**src/assert_macros.svh**
```systemverilog
// Assertion helpers for the matrix inverter.
`ifndef ASSERT_MACROS_SVH
`define ASSERT_MACROS_SVH
`ifndef SYNTHESIS
`define ASSERT_ALWAYS(lbl, clk, rstn, prop, msg) \
  lbl: assert property (@(posedge clk) disable iff (!rstn) (prop)) else $error(msg);
`define ASSERT_IMPLIES(lbl, clk, rstn, ante, cons, msg) \
  lbl: assert property (@(posedge clk) disable iff (!rstn) (ante) |-> (cons)) else $error(msg);
`else
`define ASSERT_ALWAYS(lbl, clk, rstn, prop, msg)
`define ASSERT_IMPLIES(lbl, clk, rstn, ante, cons, msg)
`endif
`endif

```
**src/mig_ram.sv**
```systemverilog
module mig_ram #(
  parameter int unsigned Width = 32,
  parameter int unsigned Depth = 128
) (
  input  logic                     clk_i,
  input  logic                     we_i,
  input  logic [$clog2(Depth)-1:0] waddr_i,
  input  logic [Width-1:0]         wdata_i,
  input  logic [$clog2(Depth)-1:0] raddr_i,
  output logic [Width-1:0]         rdata_o
);
  logic [Width-1:0] mem [Depth];

  always_ff @(posedge clk_i) begin
    if (we_i) begin
      mem[waddr_i] <= wdata_i;
    end
    rdata_o <= mem[raddr_i];
  end
endmodule

```
**config.mk**
```make
export PLATFORM = sky130hd
export DESIGN_NAME = mig_ram
export DESIGN_NICKNAME = d
export VERILOG_FILES = /design/src/assert_macros.svh /design/src/mig_ram.sv
export SDC_FILE = /design/constraint.sdc
export NUM_CORES = 2
export LEC_CHECK = 0
export BUFFER_PORTS_ARGS = -buffer_cell sky130_fd_sc_hd__buf_4
export CAP_MARGIN = 10
export CORE_MARGIN = 2
export CORE_UTILIZATION = 50
export CTS_CLUSTER_SIZE = 14
export DETAILED_ROUTE_END_ITERATION = 10
export PLACE_DENSITY = 0.65
export SLEW_MARGIN = 40
export SYNTH_ARGS = -nofsm -noshare
export SYNTH_HDL_FRONTEND = slang
export SYNTH_SLANG_ARGS = --single-unit
```
**constraint.sdc**
```tcl
create_clock -name clk_i -period 8.35 [get_ports clk_i]
set_input_delay 1.2525 -clock clk_i [delete_from_list [all_inputs] [get_ports clk_i]]
set_output_delay 1.2525 -clock clk_i [all_outputs]
set_load 0.05 [all_outputs]
```
[After elaboration in Yosys (flattened, before gate mapping)]
Memory sizes are Yosys's and may differ from the RTL's. A register that Yosys moved wholly into a read port is not among the register bits.
Cells that the tools add are included.
Storage, ports and cells
  flip-flop bits (word level): 0
  latch bits: 0
  bits in writable memories: 4096
  bits in read-only memories: 0
  bits of input ports: 48
  output and inout bits: 32
  memories: 1
Cells by class
  add/subtract/negate cells: 0
  multipliers: 0
  divide/modulo/power cells: 0
  $lt $le $gt $ge: 0
  equality and inequality tests: 0
  shifts and indexed selects: 0
  muxes and demuxes: 2
  bitwise gates (word level): 0
  reductions and logical operators: 0
Memories
  mem: words 128, bits a word 32, read ports 1, clocked after Yosys merged registers in 1, write ports 1, line mig_ram.sv:12  | logic [Width-1:0] mem [Depth];
Operator list (number)
  two-way mux 1 bit: 2

[Logic depth before layout (Yosys ltp)]
  depth in word-level cells: 2
  mapped depth: 8
  depth with buffers taken out: 4

[Least setup slack after synthesis]
Ideal clock, no wire load.
  path type: input to register
  from: input port we_i
  to: memory mem[98][0], enable pin
  library setup time: 461 ps
  arrival time: 4030 ps
  required time: 7889 ps
  path slack: 3859 ps
  cell stages on the path: 3
  path buffers: 1
  cell sequence: clkbuf_1 nand4_1 nor3_1
Between the ends
  cells in the longest elaborated chain, start to end: 2
Ends and longest elaborated chain
  start, declared: line mig_ram.sv:6  | input logic we_i,
  two-way mux 1 bit: line mig_ram.sv:15  | if (we_i) begin
  two-way mux 1 bit (implied by the code): line mig_ram.sv:16  | mem[waddr_i] <= wdata_i;
  end, declared: line mig_ram.sv:12
Every way passes these cells.

==> impl_metrics.csv <==
group,metric,value,unit
status,status,"complete, no violations",
sta,grt_setup_unrepaired,"no",
global_routing,antenna_found_initial,71,
synth,synth_mux_area_frac,0.1960,
sta,finalHoldViolations,0,
synth,simple_gate_share_of_the_synthesized_area,0.004460,
worst_setup_path,cp_peak_stage_delay,610,ps
synth,post_synth_instance_area,0.1563,mm²
synth,postSynthRegisterBits,4128,
worst_hold_path,min-delay-path-class,"input pin to register",
flow_run,max_cap_violations,0,
power,worst_ir_drop_vdd,188.1,µV
place,detailed_place.area,0.1638,mm²
synth,synth_top_area_share,0.7871,
clock_tree,post_cts.repair.setup_buffers,0,
synth,synth_enable_flop_cells,4096,
clock_tree,h-tree-depth,5,
worst_setup_path,worst-r2r-cell-count,4,
worst_setup_path,regToRegSetupSlack,5720,ps
detailed_routing,mean_routed_wirelength_per_cell,37.02,µm
clock_tree,cts.sinks,4128,
detailed_routing,remaining_drc_errors,0,
die,die-height,563.1,µm
clock_tree,ctsHoldBuffers,0,
worst_setup_path,critical_path.slowest_cell,"mux4_2",
synth,synth_sequential_area_ratio,0.7912,
synth,post_synth_main_area_contributors,"edfxtp_1, mux4_2, clkbuf_1",
die,chipWidth,563.1,µm
synth,netlist-cell-type-count,17,
power,power.static_leakage,54.05,nW
sta,final_clock_skew,81.98,ps
sta,finalSetupViolations,0,
sta,worst_slew_pin_slew,900.9,ps
synth,yosys.area_share.xor_xnor,0,
place,gp_routability_congestion,0.8299,
place,port-buffer-count,79,
clock_tree,tritoncts,"yes",
global_routing,global_route.usage.total,0.2556,
worst_setup_path,cp-endpoint,"rdata_o[19]$_DFF_P_",
worst_setup_path,cells_traversed_along_the_worst_timing_path,"buf_16 > buf_16 > buf_12 > buf_16 > mux4_2 > mux4_2 > mux4_2 > mux2_2",
clock_tree,cts-root-buf,"clkbuf_16",
worst_setup_path,timing.critical_path.fanout_max,62,
synth,syn-mean-instance-area,26.09,µm²
worst_setup_path,cp_top_family,"multiplexers",
detailed_routing,dr.pass1.iters,6,
worst_setup_path,cp_data_required_time,9170,ps
die,placement_rows,205,
power,pwr_density_cell,244.6,mW/mm²
synth,syn_inst,5990,
clock_tree,worst_skew_pair.late_latency,990,ps
die,fp.dieArea,0.3170,mm²
worst_setup_path,setup.worst_path.end_class,"register",
synth,synth_top_area_cell,"edfxtp_1",
synth,synth_compound_area_frac,0,
place,detailed_place_hpwl,215200,µm
clock_tree,post_cts_resized,0,
worst_setup_path,setup.worst_path.start,"raddr_i[0]",
worst_setup_path,number_of_stages_on_the_worst_setup_path,8,
detailed_routing,drt_iter0_markers,10360,
clock_tree,cts_max_path_buffers,4,
sta,fin_crit,4242,ps
detailed_routing,routed_wl,403500,µm
die,pin_count,80,
die,initial_util,0.5019,
synth,synth.net_count,6038,
worst_setup_path,crit_buf_inv,4,
global_routing,first_global_vias,70300,
synth,synth_top_family_by_area,"multiplexers",
worst_setup_path,criticalPathCategory,"input pin to register",
die,design.core.area,0.3114,mm²
synth,number_of_synthesis_warnings,0,
worst_setup_path,critPathArrivalTime,5060,ps
detailed_routing,vias_per_cell,6.479,
worst_setup_path,startpoint_type,"input pin",
worst_setup_path,worst_r2r_endpoint,"rdata_o[29]$_DFF_P_",
sta,f_max,0.2357,GHz
sta,report.final.slew_viol_count,0,
layout,post_route_cells_drive_above_1_share,0.3541,
layout,postLayoutCellArea,0.1772,mm²
detailed_routing,dr_total_vias,70630,
layout,finish.net_count,6433,
layout,area_overhead_of_the_layout_relative_to_synthesis,13.36,%
power,design_power_total,43.33,mW
global_routing,grt_first_pass_wirelength,557900,µm
global_routing,globalRoute.totalOverflow,0,
synth,postSynth.asyncResetShare,0,
synth,synth_ff_type,"edfxtp_1",
worst_setup_path,r2r-start,"mem[22][29]$_DFFE_PP_",
sta,setup_tns,0,ps
sta,fin_crit_sh,0.5081,
clock_tree,worst_path_clk_slew,60,ps
detailed_routing,antenna_left,0,
global_routing,grt_start_max_net_pins,131,
synth,post_synthesis_share_of_cell_area_spent_on_full_adders_half_adders_and_majority_gates,0,
clock_tree,tritoncts.num_buffers,406,
sta,timing.slew.headroom,0.3994,
report_power, final:
part / total [mW] / switching, mW / internal (mW)
Sequential: 23.0 / 0.148 / 22.9
Combinational: 2.28 / 1.43 / 0.849
Clock: 18.0 / 7.74 / 10.3
layout by cell type, fill, tap and decap left out, drive strengths merged:
cell	synthesis	final
bufinv	0	36
clkbuf	182	522
clkinv	0	167
clkinvlp	0	11
dfxtp	32	32
mux4	1344	1344
mux2	32	32
nand3	12	12
diode	0	36
edfxtp	4096	4096
buf	134	302
nor2	122	122
nand2	14	14
nand2b	2	2
nand4	3	3
nor3	9	9
or3	1	1
nor2b	7	7
inv	0	12
state kept, by name (all words and copies together), names as in the netlist:
signal,cells
mem,4096
rdata_o,32
Yosys cell counts (3+ instances only):
library cell,count
mux4_2,1344
buf_4,3
nor2b_1,7
nand2_1,14
clkbuf_1,182
nor2_1,122
nor3_1,9
dfxtp_1,32
buf_2,79
mux2_2,32
nand4_1,3
nand3_1,12
edfxtp_1,4096
buf_1,50
final cells by class:
type | count | area (µm²)
Multi-Input combinational cell | 1546 | 32330
Timing Repair Buffer | 303 | 2823
Clock inverter | 226 | 2311
Tap cell | 4140 | 5180
Fill cell | 21940 | 134200
Sequential cell | 4128 | 123600
Antenna cell | 36 | 90.09
Clock buffer | 521 | 10790
layer usage:
layer,global-route usage,share of wire,vias to the layer above
li1,-,-,27260
met1,0.3623,0.38,38870
met2,0.3923,0.47,3895
met3,0.05890,0.11,577
met4,0.09650,0.037,20
met5,0,0.00033,-
worst min-delay path by stage:
stage,from,end,slack (ps),depth (start not counted)
6_report,wdata_i[17],mem[126][17]$_DFFE_PP_,720,1
5_1_grt,wdata_i[25],mem[67][25]$_DFFE_PP_,690,1
4_1_cts,wdata_i[17],mem[125][17]$_DFFE_PP_,660,1
3_5_place_dp,mem[94][17]$_DFFE_PP_,rdata_o[17]$_DFF_P_,1110,4
3_3_place_gp,mem[38][15]$_DFFE_PP_,rdata_o[15]$_DFF_P_,1110,4
2_1_floorplan,mem[36][0]$_DFFE_PP_,rdata_o[0]$_DFF_P_,1070,4
stage by stage:
stage	util	instances	hold WS (ps)	setup WS, ps
4_1_cts	0.5680	10860	661.3	4202
5_1_grt	0.5688	10880	693.0	3970
6_report	0.5689	10900	717.4	4108
3_5_place_dp	0.5260	10110	1110	3181
2_1_floorplan	-	5990	1074	3859
3_3_place_gp	0.5254	10110	1113	3231
cells by family after synthesis:
logic type / Yosys count
flops: 4128
mux: 1376
buf+inv: 316
simple gates: 170
No activity file was read; power rests on OpenSTA's default activity.
