<file path="config.mk">
export PLATFORM = sky130hd
export DESIGN_NAME = mig_div
export DESIGN_NICKNAME = d
export VERILOG_FILES = /design/src/assert_macros.svh /design/src/mig_pkg.sv /design/src/mig_div.sv
export SDC_FILE = /design/constraint.sdc
export NUM_CORES = 1
export LEC_CHECK = 0
export BUFFER_PORTS_ARGS = -buffer_cell sky130_fd_sc_hd__buf_2
export CORE_MARGIN = 4
export CORE_UTILIZATION = 66
export CTS_BUF_LIST = sky130_fd_sc_hd__clkbuf_8
export DETAILED_ROUTE_END_ITERATION = 10
export PLACE_DENSITY = 0.88
export SETUP_SLACK_MARGIN = 0.3
export SLEW_MARGIN = 10
export SYNTH_ARGS = -nofsm -noshare
export SYNTH_HDL_FRONTEND = slang
export SYNTH_SLANG_ARGS = --single-unit
</file>
<file path="constraint.sdc">
create_clock -name clk_i -period 11.2 [get_ports clk_i]
set_input_delay 1.12 -clock clk_i [delete_from_list [all_inputs] [get_ports clk_i]]
set_output_delay 1.12 -clock clk_i [all_outputs]
set_load 0.005 [all_outputs]
</file>
<file path="src/assert_macros.svh">
// Assertion helpers for the matrix inverter.
`ifndef ASSERT_MACROS_SVH
`define ASSERT_MACROS_SVH
`ifndef SYNTHESIS
`define ASSERT_ALWAYS(lbl, clk, rstn, prop, msg) \
  lbl: assert property (@(posedge clk) disable iff (!rstn) (prop)) else $error(msg);
`define ASSERT_IMPLIES(lbl, clk, rstn, ante, cons, msg) \
  lbl: assert property (@(posedge clk) disable iff (!rstn) (ante) |-> (cons)) else $error(msg);
`else
`define ASSERT_ALWAYS(lbl, clk, rstn, prop, msg)
`define ASSERT_IMPLIES(lbl, clk, rstn, ante, cons, msg)
`endif
`endif

</file>
<file path="src/mig_pkg.sv">
package mig_pkg;
  localparam int unsigned MaxSizeDef  = 8;
  localparam int unsigned FracBitsDef = 16;
  localparam int unsigned ElemW       = 32;
  localparam int unsigned SizeW       = 4;

  typedef enum logic [3:0] {
    ST_LOAD,
    ST_INIT,
    ST_PSCAN,
    ST_PWAIT,
    ST_DIVRD,
    ST_DIVRUN,
    ST_MULRD,
    ST_MSRD,
    ST_MSMUL,
    ST_MSWR,
    ST_OUTRD,
    ST_OUTHOLD
  } mig_state_e;
endpackage

</file>
<file path="src/mig_div.sv">
// Restoring divider: quotient of (num << FracBits) / den, toward zero, saturated.
module mig_div
  import mig_pkg::*;
#(
  parameter int unsigned FracBits = FracBitsDef
) (
  input  logic                    clk_i,
  input  logic                    rst_ni,
  input  logic                    start_i,
  input  logic signed [ElemW-1:0] num_i,
  input  logic signed [ElemW-1:0] den_i,
  output logic                    done_o,
  output logic signed [ElemW-1:0] quo_o,
  output logic                    sat_o
);
  localparam int unsigned NumW = ElemW + FracBits;
  localparam int unsigned CntW = $clog2(NumW + 1);

  logic [NumW-1:0] n_q, n_d;
  logic [ElemW-1:0] r_q, r_d;
  logic [ElemW-1:0] dv_q, dv_d;
  logic            neg_q, neg_d;
  logic [CntW-1:0] cnt_q, cnt_d;
  logic            busy_q, busy_d;
  logic            done_q, done_d;
  logic [ElemW:0]  rs;
  logic [ElemW:0]  tr;
  logic [NumW:0]   mag;
  logic signed [NumW+1:0] sq;

  always_comb begin
    n_d = n_q; r_d = r_q; dv_d = dv_q; neg_d = neg_q;
    cnt_d = cnt_q; busy_d = busy_q; done_d = 1'b0;
    rs = {r_q, n_q[NumW-1]};
    tr = rs - {1'b0, dv_q};
    if (start_i) begin
      n_d = {(num_i[ElemW-1] ? ElemW'(-num_i) : ElemW'(num_i)), {FracBits{1'b0}}};
      dv_d = den_i[ElemW-1] ? ElemW'(-den_i) : ElemW'(den_i);
      neg_d = num_i[ElemW-1] ^ den_i[ElemW-1];
      r_d = '0;
      cnt_d = CntW'(NumW);
      busy_d = 1'b1;
    end else if (busy_q) begin
      if (!tr[ElemW]) begin
        r_d = tr[ElemW-1:0];
        n_d = {n_q[NumW-2:0], 1'b1};
      end else begin
        r_d = rs[ElemW-1:0];
        n_d = {n_q[NumW-2:0], 1'b0};
      end
      cnt_d = cnt_q - 1'b1;
      if (cnt_q == CntW'(1)) begin
        busy_d = 1'b0;
        done_d = 1'b1;
      end
    end
  end

  always_ff @(posedge clk_i or negedge rst_ni) begin
    if (!rst_ni) begin
      busy_q <= 1'b0;
      done_q <= 1'b0;
      cnt_q  <= '0;
    end else begin
      busy_q <= busy_d;
      done_q <= done_d;
      cnt_q  <= cnt_d;
    end
  end

  always_ff @(posedge clk_i) begin
    n_q <= n_d; r_q <= r_d; dv_q <= dv_d; neg_q <= neg_d;
  end

  always_comb begin
    mag = {1'b0, n_q};
    sq = neg_q ? -$signed({1'b0, mag}) : $signed({1'b0, mag});
    sat_o = 1'b0;
    quo_o = sq[ElemW-1:0];
    if (sq > $signed((NumW+2)'(32'sh7fffffff))) begin
      quo_o = 32'sh7fffffff; sat_o = 1'b1;
    end else if (sq < -$signed((NumW+2)'(33'sh080000000))) begin
      quo_o = 32'sh80000000; sat_o = 1'b1;
    end
  end
  assign done_o = done_q;
endmodule

</file>
**After elaboration in Yosys (flattened, before gate mapping)**

Cells that the tools add are included.
Widths: inputs -> output; s select.

- Add/subtract/negate cells: 5
- Order comparisons: 2
- Equal/unequal tests: 1
- Multiplexer cells: 19
- Bitwise gates (word level): 1
- Reductions and logical operators: 1

Operators with widths:

| cell | count |
|---|---|
| $mux 32 | 4 |
| $mux 48 | 2 |
| $neg 32->32 | 2 |
| $gt 50x32->1 const B | 1 |
| $lt 50x32->1 const B | 1 |
| $mux 50 | 1 |
| $neg 48->50 | 1 |
| $sub 33x32->33 | 1 |
| $mux 31 | 1 |
| $mux 6 | 2 |
| $mux 1 | 9 |
| $eq 6x1->1 const B | 1 |
| $sub 6x1->6 const B | 1 |
| $reduce_bool 2->1 | 1 |
| $xor 1x1->1 | 1 |

- Register bits after elaboration: 121
- Output and inout bits: 34
- Word-level logic and storage cells: 38

**Longest topological paths before layout**

Gate-level depths: netlist of the first run.

- Word-level depth: 5
- Depth in mapped cells: 14

**Least setup slack after synthesis of the first run**

OpenSTA, ideal clock, no wires.

- Path type: reg2out
- Start: register n_q[0]
- End: output quo_o[11]
- Data arrival time: 3228 ps
- Data required time: 10080 ps
- Path slack: 6852 ps
- Stages on the path, launching flop included: 13
- Path through: dfxtp_1 -> or4_1 -> or3_1 -> buf_2 -> nor4_4 -> nand2_1 -> o41ai_1 -> xor2_1 -> a2111oi_0 -> nand4_1 -> and2_1 -> clkbuf_1 -> o21ai_0

- Longest elaborated chain between the ends: 5
- Elaborated cells on any way between the ends: 6
- Classes of those cells: add/sub: 1; order compare: 2; mux: 3

RTL lines:

| item | line | source |
|---|---|---|
| from (decl) | mig_div.sv:19 | `logic [NumW-1:0] n_q, n_d;` |
| from (signal assigned) | mig_div.sv:72 | `n_q <= n_d; r_q <= r_d; dv_q <= dv_d; neg_q <= neg_d;` |
| $neg 48->50 | mig_div.sv:77 | `sq = neg_q ? -$signed({1'b0, mag}) : $signed({1'b0, mag});` |
| $mux 50 (*) | mig_div.sv:77 |  |
| $lt 50x32->1 | mig_div.sv:82 | `end else if (sq < -$signed((NumW+2)'(33'sh080000000))) begin` |
| $mux 32 | mig_div.sv:82 |  |
| $mux 32 (*) | mig_div.sv:80 | `if (sq > $signed((NumW+2)'(32'sh7fffffff))) begin` |
| to (decl) | mig_div.sv:13 | `output logic signed [ElemW-1:0] quo_o,` |

Every way passes the cells marked *; elsewhere a longest branch is shown, timed or not.

**Final worst setup path of the first run**

- Start: register n_q[35]
- End: output quo_o[0]

The elaborated chain is that of the path after synthesis.

==> impl_metrics.sql, run 1 <==
INSERT INTO impl_metrics (metric_group, metric, value, unit) VALUES
('die', 'io-pin-count', '101', ''),
('global_routing', 'grt_antenna_before_repair', '0', ''),
('critical_path', 'launch_point_of_the_worst_reg_to_reg_path', 'n_q[47]', ''),
('critical_path', 'critPathMaxStageDelay', '0.85', 'ns'),
('synth', 'synth-edff-count', '65', ''),
('synth', 'sequential_share_of_the_synthesized_area', '0.3404', ''),
('drt', 'postRouteWirelength', '21720', 'um'),
('cts', 'tritoncts', 'yes', ''),
('die', 'initial_utilization', '0.6825', ''),
('timing', 'drv_slew', '0', ''),
('placed_design', 'hpwl', '15350', 'um'),
('cts', 'clock_tree.buffer_depth', '2', ''),
('die', 'placement_rows', '42', ''),
('global_routing', 'vias_in_the_first_global_route', '7532', ''),
('critical_path', 'top_delay_family_on_crit_path', 'simple AND/OR/NAND/NOR gates', ''),
('synth', 'ys_seq_elements', '121', ''),
('cts', 'clock_sink_count', '121', ''),
('timing', 'finalSetupViolations', '0', ''),
('synth', 'yosysWarningCount', '0', ''),
('job', 'max_cap_viol_count', '0', ''),
('cells_and_area', 'final_nets', '1241', ''),
('synth', 'synthDistinctLibCells', '69', ''),
('synth', 'synth.net_count', '1176', ''),
('run_status', 'status', 'complete, no violations', ''),
('drt', 'number_of_remaining_drc_errors', '0', ''),
('placed_design', 'portBuffers', '100', ''),
('cts', 'postCtsSetupRepairBufs', '0', ''),
('global_routing', 'grt_usage', '0.2734', ''),
('global_routing', 'grt_max_degree', '92', ''),
('cts', 'cts_root_buf', 'sky130_fd_sc_hd__clkbuf_8', ''),
('global_routing', 'grt-ovfl-total', '0', ''),
('timing', 'max-slew-margin-rel', '0.3565', ''),
('pwr', 'power_density_of_the_placed_cells', '126.1', 'nW/um^2'),
('drt', 'final_antenna_net_count', '0', ''),
('critical_path', 'crit_chain', 'nor4_1, nand3_1, nor2_1, nand2_1, o41ai_1, xor2_1, a2111oi_0, nand4_1, and2_1, o21ai_0, buf_2', ''),
('critical_path', 'timing.setup.critical_path_class', 'flop to primary output', ''),
('cells_and_area', 'filler_cells_inserted', '986', ''),
('cts', 'ctsResizeCount', '0', ''),
('global_routing', 'grt_pass1_wl', '36250', 'um'),
('critical_path', 'setup.reg_to_reg.worst_slack', '6.46', 'ns'),
('drt', 'drtIter0Drc', '899', ''),
('synth', 'synth-main-ff-cell', 'sky130_fd_sc_hd__edfxtp_1', ''),
('critical_path', 'critPathSlowestCell', 'sky130_fd_sc_hd__nor4_1', ''),
('die', 'floorplan.die.height', '125.7', 'um'),
('synth', 'synthCells', '1071', ''),
('timing', 'timing.setup.tns', '0', 'ns'),
('cells_and_area', 'regArea', '3114', 'um^2'),
('drt', 'route.vias.total', '8332', ''),
('critical_path', 'cp.arrival', '4.49', 'ns'),
('min_path', 'worst_hold_path_type', 'input port to async pin', ''),
('synth', 'syn-mean-instance-area', '8.540', 'um^2'),
('drt', 'via_per_inst', '6.288', ''),
('cts', 'clkLatencyLatePin', '0.45', 'ns'),
('critical_path', 'cell_count_of_the_worst_reg_to_reg_path', '14', ''),
('pwr', 'static-leakage-power', '4.213', 'nW'),
('die', 'coreArea', '13400', 'um^2'),
('cells_and_area', 'area.growth.synth_to_final', '11.13', '%'),
('critical_path', 'worst_r2r_dst', 'r_q[19]', ''),
('cells_and_area', 'post_route_cells_drive_above_1_share', '0.1471', ''),
('critical_path', 'start_kind', 'flop', ''),
('critical_path', 'critPathMaxFanout', '30', ''),
('critical_path', 'critical_path_required', '10.08', 'ns'),
('timing', 'final.hold.worst_slack', '0.4943', 'ns'),
('timing', 'fin_crit', '5.607', 'ns'),
('timing', 'finClkSkew', '0.01297', 'ns'),
('synth', 'mappedNetlistArea', '9146', 'um^2'),
('synth', 'ys_async_sr_fraction', '0.06612', ''),
('drt', 'first_drt_pass_iteration_count', '5', ''),
('timing', 'finalCritPeriodShare', '0.5006', ''),
('cts', 'hold_buffers', '0', ''),
('die', 'die_x', '125.7', 'um');
==> worst max path at each step <==
stage / from / endpoint / slack (ns) / cells after the start
global route: n_q[35] / quo_o[4] / 5.13 / 11
CTS: n_q[0] / quo_o[21] / 5.64 / 13
finish: n_q[35] / quo_o[0] / 5.59 / 11
detailed placement: n_q[0] / quo_o[21] / 6.17 / 13
floorplan: n_q[0] / quo_o[11] / 6.85 / 12
global placement: n_q[35] / quo_o[0] / 6.30 / 11
==> cell families after synthesis <==
kind of cell / count (synthesis) / synth area share
compound gates: 286 / 0.2152
xor+xnor: 128 / 0.1226
fa+ha+maj: 38 / 0.05280
buf+inv: 115 / 0.04829
flops: 121 / 0.3404
mux: 19 / 0.02079
simple gates: 364 / 0.2000
==> metrics by stage <==
| stage | setup slack (ns) | power (mW) | utilization | area, um^2 | instances |
|---|---|---|---|---|---|
| 2_1_floorplan | 6.852 | 0.7358 | - | 9146 | 1071 |
| 3_5_place_dp | 6.165 | 0.8198 | 0.7240 | 9702 | 1293 |
| 5_1_grt | 5.128 | 1.342 | 0.7585 | 10160 | 1325 |
| 6_report | 5.593 | 1.282 | 0.7585 | 10160 | 1325 |
| 3_3_place_gp | 6.298 | 0.8112 | 0.7240 | 9702 | 1293 |
| 4_1_cts | 5.637 | 1.285 | 0.7585 | 10160 | 1325 |
==> per-layer routing <==
layer | vias to the layer above | part of all wire | GRT usage
li1 | 4059 | - | -
met4 | 0 | 0.016 | 0.08865
met2 | 342 | 0.47 | 0.4452
met3 | 40 | 0.069 | 0.04361
met1 | 3891 | 0.44 | 0.3753
met5 | - | 0 | 0
==> sequential cells by signal (all words and copies together), names as in the netlist <==
name and flops:
busy_q 1, cnt_q 6, done_o 1, dv_q 32, n_q 48, neg_q 1
r_q 32
==> area by class of cell <==
class                           instances  area share
Multi-Input combinational cell        835      0.5518
Sequential cell                       121      0.3064
Timing Repair Buffer                  107     0.05465
Clock buffer                           18     0.02437
Tap cell                              176     0.02166
Clock inverter                         14     0.02117
Inverter                               54     0.01994
==> worst reg2reg max path: stages (launching register included) <==
cell	delay, ns
sky130_fd_sc_hd__edfxtp_1	0.50
sky130_fd_sc_hd__inv_1	0.11
sky130_fd_sc_hd__ha_1	0.24
sky130_fd_sc_hd__fa_1	0.40
sky130_fd_sc_hd__nor2b_1	0.17
sky130_fd_sc_hd__o2111ai_1	0.16
sky130_fd_sc_hd__a211oi_1	0.54
sky130_fd_sc_hd__o211ai_1	0.19
sky130_fd_sc_hd__and2_1	0.21
sky130_fd_sc_hd__o31ai_1	0.48
sky130_fd_sc_hd__o221a_2	0.36
sky130_fd_sc_hd__xor2_2	0.42
sky130_fd_sc_hd__buf_4	0.40
sky130_fd_sc_hd__nand3_1	0.16
sky130_fd_sc_hd__a311oi_1	0.30
==> placed cells by master (no fill, tap or decap), types with 13 or more instances in the layout <==
cell,Yosys,routed
sky130_fd_sc_hd__a21oi_1,35,35
sky130_fd_sc_hd__edfxtp_1,65,65
sky130_fd_sc_hd__a22o_1,31,31
sky130_fd_sc_hd__ha_1,37,37
sky130_fd_sc_hd__nand2b_1,15,15
sky130_fd_sc_hd__or3_1,16,16
sky130_fd_sc_hd__xor2_1,48,47
sky130_fd_sc_hd__o31ai_1,30,30
sky130_fd_sc_hd__inv_1,54,55
sky130_fd_sc_hd__xnor2_1,80,79
sky130_fd_sc_hd__nor2_1,92,92
sky130_fd_sc_hd__nor4_1,14,14
sky130_fd_sc_hd__o21ai_0,80,80
sky130_fd_sc_hd__mux2i_1,19,19
sky130_fd_sc_hd__dfxtp_1,48,48
sky130_fd_sc_hd__nand2_1,109,109
sky130_fd_sc_hd__clkbuf_8,0,18
sky130_fd_sc_hd__nand3_1,19,19
sky130_fd_sc_hd__buf_2,8,99
sky130_fd_sc_hd__nor3_1,24,24
sky130_fd_sc_hd__nand4_1,13,13
sky130_fd_sc_hd__a311oi_1,23,23
==> where the power goes <==
group,switching [mW],total [mW],internal [mW]
registers,0.0375,0.546,0.509
logic,0.153,0.270,0.117
clock network,0.193,0.466,0.273
total,0.383,1.28,0.899
==> cell usage after synthesis (13+ instances only) <==
| cell | number | area share |
|---|---|---|
| sky130_fd_sc_hd__a21oi_1 | 35 | 0.019 |
| sky130_fd_sc_hd__a22o_1 | 31 | 0.030 |
| sky130_fd_sc_hd__a311oi_1 | 23 | 0.022 |
| sky130_fd_sc_hd__clkbuf_1 | 49 | 0.020 |
| sky130_fd_sc_hd__dfxtp_1 | 48 | 0.11 |
| sky130_fd_sc_hd__edfxtp_1 | 65 | 0.21 |
| sky130_fd_sc_hd__ha_1 | 37 | 0.051 |
| sky130_fd_sc_hd__inv_1 | 54 | 0.022 |
| sky130_fd_sc_hd__mux2i_1 | 19 | 0.021 |
| sky130_fd_sc_hd__nand2_1 | 109 | 0.045 |
| sky130_fd_sc_hd__nand2b_1 | 15 | 0.010 |
| sky130_fd_sc_hd__nand3_1 | 19 | 0.010 |
| sky130_fd_sc_hd__nand4_1 | 13 | 0.0089 |
| sky130_fd_sc_hd__nor2_1 | 92 | 0.038 |
| sky130_fd_sc_hd__nor3_1 | 24 | 0.013 |
| sky130_fd_sc_hd__nor4_1 | 14 | 0.0096 |
| sky130_fd_sc_hd__o21ai_0 | 80 | 0.044 |
| sky130_fd_sc_hd__o31ai_1 | 30 | 0.025 |
| sky130_fd_sc_hd__or3_1 | 16 | 0.011 |
| sky130_fd_sc_hd__xnor2_1 | 80 | 0.077 |
| sky130_fd_sc_hd__xor2_1 | 48 | 0.046 |
Power figures use the tool's default switching activity.
==> inputs of run 2 (changes only) <==
CORE_UTILIZATION = 62   (was 66)
PLACE_DENSITY = 0.84   (was 0.88)
clock period = 5.7 ns   (was 11.2 ns; I/O delays follow)
==> run 2 against run 1 <==
Compared with the run above:
- power grew 93%
- register-to-register slack worse by 5.2 ns
- first-iteration DRC count is 19% lower
- largest cell class unchanged
- wire length is 2.2% higher
- die area grew 6.0%
- hold slack worse by 0.14 ns
- global-route usage shrank 0.59 points
- worst setup slack got worse by 5.0 ns
- cell count increased by 0.75%
- combinational power up 97%
- clock-buffer cell count grew 3
==> impl_metrics.sql, run 2 (synthesis results as in run 1) <==
INSERT INTO impl_metrics (metric_group, metric, value, unit) VALUES
('run_status', 'status', 'complete, no violations', ''),
('min_path', 'whs_endpoint', 'dv_q[0]', ''),
('timing', 'finalCritPeriodShare', '0.8956', ''),
('critical_path', 'cp.arrival', '4.54', 'ns'),
('cts', 'clock_sink_count', '121', ''),
('die', 'io-pin-count', '101', ''),
('drt', 'number_of_remaining_drc_errors', '0', ''),
('critical_path', 'start_kind', 'flop', ''),
('critical_path', 'cell_count_of_the_worst_reg_to_reg_path', '14', ''),
('cts', 'cts_root_buf', 'sky130_fd_sc_hd__clkbuf_8', ''),
('timing', 'final.hold.worst_slack', '0.3503', 'ns'),
('die', 'coreArea', '14480', 'um^2'),
('die', 'die_x', '129.5', 'um'),
('placed_design', 'finalWeightedCongestion', '0.9153', ''),
('cells_and_area', 'regArea', '3114', 'um^2'),
('drt', 'first_drt_pass_iteration_count', '6', ''),
('critical_path', 'launch_point_of_the_worst_reg_to_reg_path', 'n_q[47]', ''),
('critical_path', 'setup.reg_to_reg.worst_slack', '1.27', 'ns'),
('cts', 'clkTransAtPathRegs', '0.08', 'ns'),
('cts', 'postCtsSetupRepairBufs', '0', ''),
('pwr', 'p_total', '2.477', 'mW'),
('die', 'placement_rows', '44', ''),
('cts', 'clkLatencyLatePin', '0.45', 'ns'),
('drt', 'routed_wire_length_per_instance', '16.63', 'um'),
('cells_and_area', 'antenna_cells', '0', ''),
('timing', 'max-slew-margin-rel', '0.3073', ''),
('cells_and_area', 'top_regs', 'n_q x48, dv_q x32, r_q x32', ''),
('global_routing', 'grt-ovfl-total', '0', ''),
('cts', 'h-tree-depth', '4', ''),
('die', 'floorplan.die.height', '129.5', 'um'),
('pwr', 'worst_ir_drop_vdd', '0.1812', 'mV'),
('critical_path', 'crit_chain', 'inv_1, ha_1, or4b_2, nor3_1, nand4b_1, o21ai_1, xnor2_1, a311o_1, a311o_1, nor3_1, a31o_2, o221ai_1, buf_2', ''),
('global_routing', 'grt_pass1_wl', '36710', 'um'),
('cells_and_area', 'layout_commonest_cell', 'sky130_fd_sc_hd__nand2_1', ''),
('cells_and_area', 'filler_cells_inserted', '1155', ''),
('global_routing', 'grt_usage', '0.2675', ''),
('cells_and_area', 'area.growth.synth_to_final', '11.50', '%'),
('timing', 'drv_slew', '0', ''),
('timing', 'setup_repair_after_global_routing_missed_its_margin', 'no', ''),
('placed_design', 'preCtsSetupSlack', '0.9821', 'ns'),
('critical_path', 'critPathMaxStageDelay', '0.64', 'ns'),
('timing', 'postLayoutSetupSlackWorst', '0.5949', 'ns'),
('timing', 'finClkSkew', '0.01173', 'ns'),
('timing', 'fmax', '195.9', 'MHz'),
('cts', 'clock_tree.buffer_depth', '2', ''),
('cells_and_area', 'multi_input_comb_area', '5623', 'um^2'),
('min_path', 'worst_hold_path_type', 'input port to flop', ''),
('global_routing', 'vias_in_the_first_global_route', '7803', ''),
('drt', 'postRouteWirelength', '22200', 'um'),
('drt', 'final_antenna_net_count', '0', ''),
('pwr', 'static-leakage-power', '4.217', 'nW'),
('timing', 'timing.setup.tns', '0', 'ns'),
('critical_path', 'timing.setup.critical_path_class', 'flop to primary output', ''),
('cts', 'numCtsBuffers', '17', ''),
('placed_design', 'portBuffers', '100', ''),
('drt', 'route.vias.total', '8423', ''),
('critical_path', 'worstSetupEndpointType', 'primary output', ''),
('timing', 'timing.final.hold_violations', '0', ''),
('critical_path', 'critPathMaxFanout', '32', ''),
('cells_and_area', 'final_nets', '1243', ''),
('timing', 'finalSetupViolations', '0', ''),
('cells_and_area', 'registers.top_by_ff_count', 'n_q', ''),
('timing', 'fin_crit', '5.105', 'ns'),
('drt', 'via_per_inst', '6.309', ''),
('drt', 'drtIter0Drc', '729', ''),
('critical_path', 'critical_path_required', '5.13', 'ns'),
('timing', 'tightest_slew', '1.039', 'ns'),
('die', 'die_area', '16760', 'um^2'),
('job', 'max_cap_viol_count', '0', ''),
('placed_design', 'hpwl', '15880', 'um'),
('critical_path', 'critPathSlowestCell', 'sky130_fd_sc_hd__or4b_2', ''),
('min_path', 'worst_hold_path.num_cells', '1', ''),
('die', 'initial_utilization', '0.6317', ''),
('pwr', 'power_density_of_the_placed_cells', '242.9', 'nW/um^2'),
('cts', 'tritoncts', 'yes', ''),
('critical_path', 'worst_r2r_dst', 'r_q[13]', ''),
('cells_and_area', 'commonest_cells_after_routing_fill_and_taps_aside', 'sky130_fd_sc_hd__nand2_1, sky130_fd_sc_hd__buf_2, sky130_fd_sc_hd__nor2_1, sky130_fd_sc_hd__o21ai_0, sky130_fd_sc_hd__xnor2_1', ''),
('global_routing', 'grt_max_degree', '71', ''),
('cells_and_area', 'post_route_cells_drive_above_1_share', '0.1468', ''),
('min_path', 'min_from', 'den_i[0]', ''),
('cells_and_area', 'largest_register_ffs', '48', ''),
('global_routing', 'grt_antenna_before_repair', '0', '');
[run 2: worst max path at each step]
stage	startpoint	end	slack [ns]
5_1_grt	n_q[0]	quo_o[21]	0.33
2_1_floorplan	n_q[0]	quo_o[11]	1.90
4_1_cts	n_q[35]	quo_o[0]	0.48
3_3_place_gp	n_q[35]	quo_o[0]	1.11
3_5_place_dp	n_q[35]	quo_o[0]	0.98
6_report	n_q[0]	quo_o[21]	0.59
[run 2: power by group]
part	internal [mW]	total, mW	switching [mW]
Sequential	1.00	1.08	0.0784
Clock	0.516	0.867	0.351
Combinational	0.232	0.532	0.299
Total	1.75	2.48	0.729
[run 2: cell type report]
type	count	area share
Sequential cell	121	0.3054
Timing Repair Buffer	109	0.05742
Tap cell	184	0.02257
Inverter	54	0.01987
Clock buffer	21	0.02834
Clock inverter	11	0.01509
Multi-Input combinational cell	835	0.5513
[run 2: repair_timing]
| item | 4_1_cts | 5_1_grt |
|---|---|---|
| setup endpoints to repair | 0 | 31 |
| resized for setup | 0 | 3 |
| hold endpoints to repair | 8 | 0 |
| hold buffers | 1 | 0 |
[run 2: through the flow]
stage | instances | cell area [um^2] | utilization
4_1_cts | 1335 | 10180 | 0.7034
2_1_floorplan | 1071 | 9146 | -
3_3_place_gp | 1302 | 9732 | 0.6721
5_1_grt | 1335 | 10200 | 0.7044
6_report | 1335 | 10200 | 0.7044
3_5_place_dp | 1302 | 9732 | 0.6721
[run 2: worst max-delay path, delay by kind of cell (launching register included)]
kind | cells | cell delay [ns]
AOI/OAI and AO/OA | 5 | 1.62
and+or+nand+nor | 4 | 1.52
DFF | 1 | 0.36
buffers and inverters | 2 | 0.28
adders and majority gates | 1 | 0.18
xor gates and xnor gates | 1 | 0.11
[run 2: per-layer routing]
| layer | up-vias | track usage | routed length (um) |
|---|---|---|---|
| li1 | 4073 | - | - |
| met1 | 3979 | 0.3421 | 9663 |
| met2 | 329 | 0.4595 | 10680 |
| met3 | 42 | 0.05523 | 1492 |
| met4 | 0 | 0.07885 | 361 |
| met5 | - | 0 | 0 |
==> inputs of run 3 (changes only) <==
clock period = 5 ns   (was 5.7 ns; I/O delays follow)
==> run 3 against run 2 <==
Compared with the run above:
- critical path depth down 3
- combinational power up 17%
- worst setup slack worse by 0.12 ns
- clock-buffer cell count down 2
- non-clock buffer count up 1
- hold slack worse by 0.068 ns
- largest cell class unchanged
- first-iteration DRC count up 2.7%
- sequential share of layout area down 0.24 points
- sequential power up 14%
- via count about the same
- core utilization up 0.55 points
==> impl_metrics.sql, run 3 (synthesis results as in run 1) <==
INSERT INTO impl_metrics (metric_group, metric, value, unit) VALUES
('timing', 'finalSetupViolations', '0', ''),
('min_path', 'whs_endpoint', 'dv_q[0]', ''),
('min_path', 'worst_hold_path.num_cells', '1', ''),
('global_routing', 'vias_in_the_first_global_route', '7654', ''),
('die', 'coreArea', '14480', 'um^2'),
('die', 'die_x', '129.5', 'um'),
('cells_and_area', 'layout_commonest_cell', 'sky130_fd_sc_hd__nand2_1', ''),
('critical_path', 'worst_r2r_dst', 'r_q[1]', ''),
('cts', 'clock_sink_count', '121', ''),
('cts', 'clkTransAtPathRegs', '0.07', 'ns'),
('critical_path', 'start_kind', 'flop', ''),
('cts', 'h-tree-depth', '4', ''),
('run_status', 'status', 'complete, no violations', ''),
('drt', 'postRouteWirelength', '22880', 'um'),
('cts', 'clkLatencyLatePin', '0.45', 'ns'),
('drt', 'route.vias.total', '8427', ''),
('placed_design', 'dpl.cell_count', '1302', ''),
('min_path', 'min_from', 'den_i[0]', ''),
('timing', 'max-slew-margin-rel', '0.4461', ''),
('cells_and_area', 'largest_register_ffs', '48', ''),
('drt', 'number_of_remaining_drc_errors', '0', ''),
('cells_and_area', 'area.growth.synth_to_final', '12.38', '%'),
('critical_path', 'critPathMaxFanout', '8', ''),
('critical_path', 'timing.setup.critical_path_class', 'flop to primary output', ''),
('min_path', 'worst_hold_path_type', 'input port to flop', ''),
('global_routing', 'grt_pass1_wl', '36730', 'um'),
('timing', 'finClkSkew', '0.01345', 'ns'),
('placed_design', 'portBuffers', '100', ''),
('critical_path', 'crit_chain', 'or4_1, or3_4, nor4_4, nand2_1, a41o_1, o311ai_0, nor3_4, a31o_4, o21ai_1, buf_2', ''),
('cells_and_area', 'registers.top_by_ff_count', 'n_q', ''),
('cells_and_area', 'final_cell_count_no_fill', '1338', ''),
('cts', 'numCtsBuffers', '17', ''),
('global_routing', 'grt_antenna_before_repair', '0', ''),
('die', 'initial_utilization', '0.6317', ''),
('timing', 'timing.final.hold_violations', '0', ''),
('drt', 'via_per_inst', '6.298', ''),
('job', 'max_cap_viol_count', '0', ''),
('drt', 'routed_wire_length_per_instance', '17.10', 'um'),
('cts', 'clock_tree.buffer_depth', '2', ''),
('die', 'io-pin-count', '101', ''),
('timing', 'timing.setup.tns', '0', 'ns'),
('drt', 'drtIter0Drc', '749', ''),
('pwr', 'power_density_of_the_placed_cells', '276.1', 'nW/um^2'),
('drt', 'first_drt_pass_iteration_count', '5', ''),
('cts', 'cts_root_buf', 'sky130_fd_sc_hd__clkbuf_8', ''),
('global_routing', 'grt_max_degree', '75', ''),
('critical_path', 'critPathSlowestCell', 'sky130_fd_sc_hd__o311ai_0', ''),
('timing', 'fmax', '220.8', 'MHz'),
('critical_path', 'critical_path_required', '4.50', 'ns'),
('cells_and_area', 'antenna_cells', '0', ''),
('cells_and_area', 'commonest_cells_after_routing_fill_and_taps_aside', 'sky130_fd_sc_hd__nand2_1, sky130_fd_sc_hd__buf_2, sky130_fd_sc_hd__nor2_1, sky130_fd_sc_hd__xnor2_1, sky130_fd_sc_hd__o21ai_0', ''),
('critical_path', 'cell_count_of_the_worst_reg_to_reg_path', '13', ''),
('timing', 'finalCritPeriodShare', '0.9058', ''),
('cells_and_area', 'post_route_cells_drive_above_1_share', '0.1586', ''),
('die', 'placement_rows', '44', ''),
('global_routing', 'grt-ovfl-total', '0', ''),
('cells_and_area', 'final_nets', '1246', ''),
('critical_path', 'setup.reg_to_reg.worst_slack', '0.75', 'ns'),
('placed_design', 'hpwl', '16150', 'um'),
('critical_path', 'worstSetupEndpointType', 'primary output', ''),
('drt', 'final_antenna_net_count', '0', ''),
('timing', 'setup_repair_after_global_routing_missed_its_margin', 'no', ''),
('critical_path', 'critPathMaxStageDelay', '0.71', 'ns'),
('pwr', 'static-leakage-power', '4.248', 'nW'),
('critical_path', 'launch_point_of_the_worst_reg_to_reg_path', 'n_q[47]', ''),
('timing', 'drv_slew', '0', ''),
('timing', 'tightest_slew', '0.8268', 'ns'),
('cells_and_area', 'top_regs', 'n_q x48, dv_q x32, r_q x32', ''),
('die', 'floorplan.die.height', '129.5', 'um'),
('cts', 'tritoncts', 'yes', ''),
('placed_design', 'finalWeightedCongestion', '0.9667', ''),
('die', 'die_area', '16760', 'um^2'),
('critical_path', 'cp.arrival', '4.03', 'ns'),
('timing', 'fin_crit', '4.529', 'ns'),
('pwr', 'worst_ir_drop_vdd', '0.2002', 'mV'),
('global_routing', 'grt_usage', '0.2666', '');
-- run 3: worst max path at each step --
| stage | from | endpoint |
|---|---|---|
| after floorplan | n_q[0] | quo_o[11] |
| after global placement | n_q[0] | quo_o[0] |
| after detailed placement | n_q[0] | quo_o[0] |
| after CTS | n_q[0] | quo_o[0] |
| after global routing | n_q[0] | quo_o[15] |
| final | n_q[0] | quo_o[0] |
-- run 3: routing by layer --
| layer | share of wire | global-route usage |
|---|---|---|
| met5 | 0 | 0 |
| met1 | 0.43 | 0.3512 |
| met4 | 0.018 | 0.07824 |
| met2 | 0.48 | 0.4418 |
| met3 | 0.078 | 0.06059 |
-- run 3: worst max-delay path, delay by kind of cell (launching register included) --
family,cells,cell delay (ns)
buffers and inverters,1,0.15
and+or+nand+nor,5,1.64
DFF,1,0.36
AOI/OAI and AO/OA,4,1.44
-- run 3: layout make-up --
type	count	area [um^2]
multi-input cells	837	5713
clock buffers	19	261.5
flip-flops and latches	121	3114
repair buffers	110	580.6
clock inverters	13	176.4
fillers	1178	4200
inverters	54	202.7
well taps	184	230.2
-- run 3: report_power, final --
part,switching [mW],total [mW],internal [mW]
Combinational,0.352,0.623,0.272
Clock,0.419,0.985,0.565
Sequential,0.0904,1.23,1.14
-- run 3: repair_timing --
item,4_1_cts,5_1_grt
pin swaps,0,2
buffers inserted,0,1
setup endpoints to repair,32,32
gates cloned,0,2
hold buffers,1,0
gates resized for setup,3,15
hold endpoints to repair,8,0
-- run 3: per-stage QoR --
stage | worst slack [ns] | hold WS, ns | instance area [um^2] | util | total power [mW]
2_1_floorplan | 1.272 | 0.2044 | 9146 | - | 1.648
3_3_place_gp | 0.5281 | 0.3493 | 9719 | 0.6713 | 1.827
3_5_place_dp | 0.4440 | 0.3510 | 9719 | 0.6713 | 1.841
4_1_cts | 0.2557 | 0.2620 | 10180 | 0.7030 | 2.821
5_1_grt | 0.2838 | 0.2531 | 10280 | 0.7099 | 2.974
6_report | 0.4711 | 0.2823 | 10280 | 0.7099 | 2.838
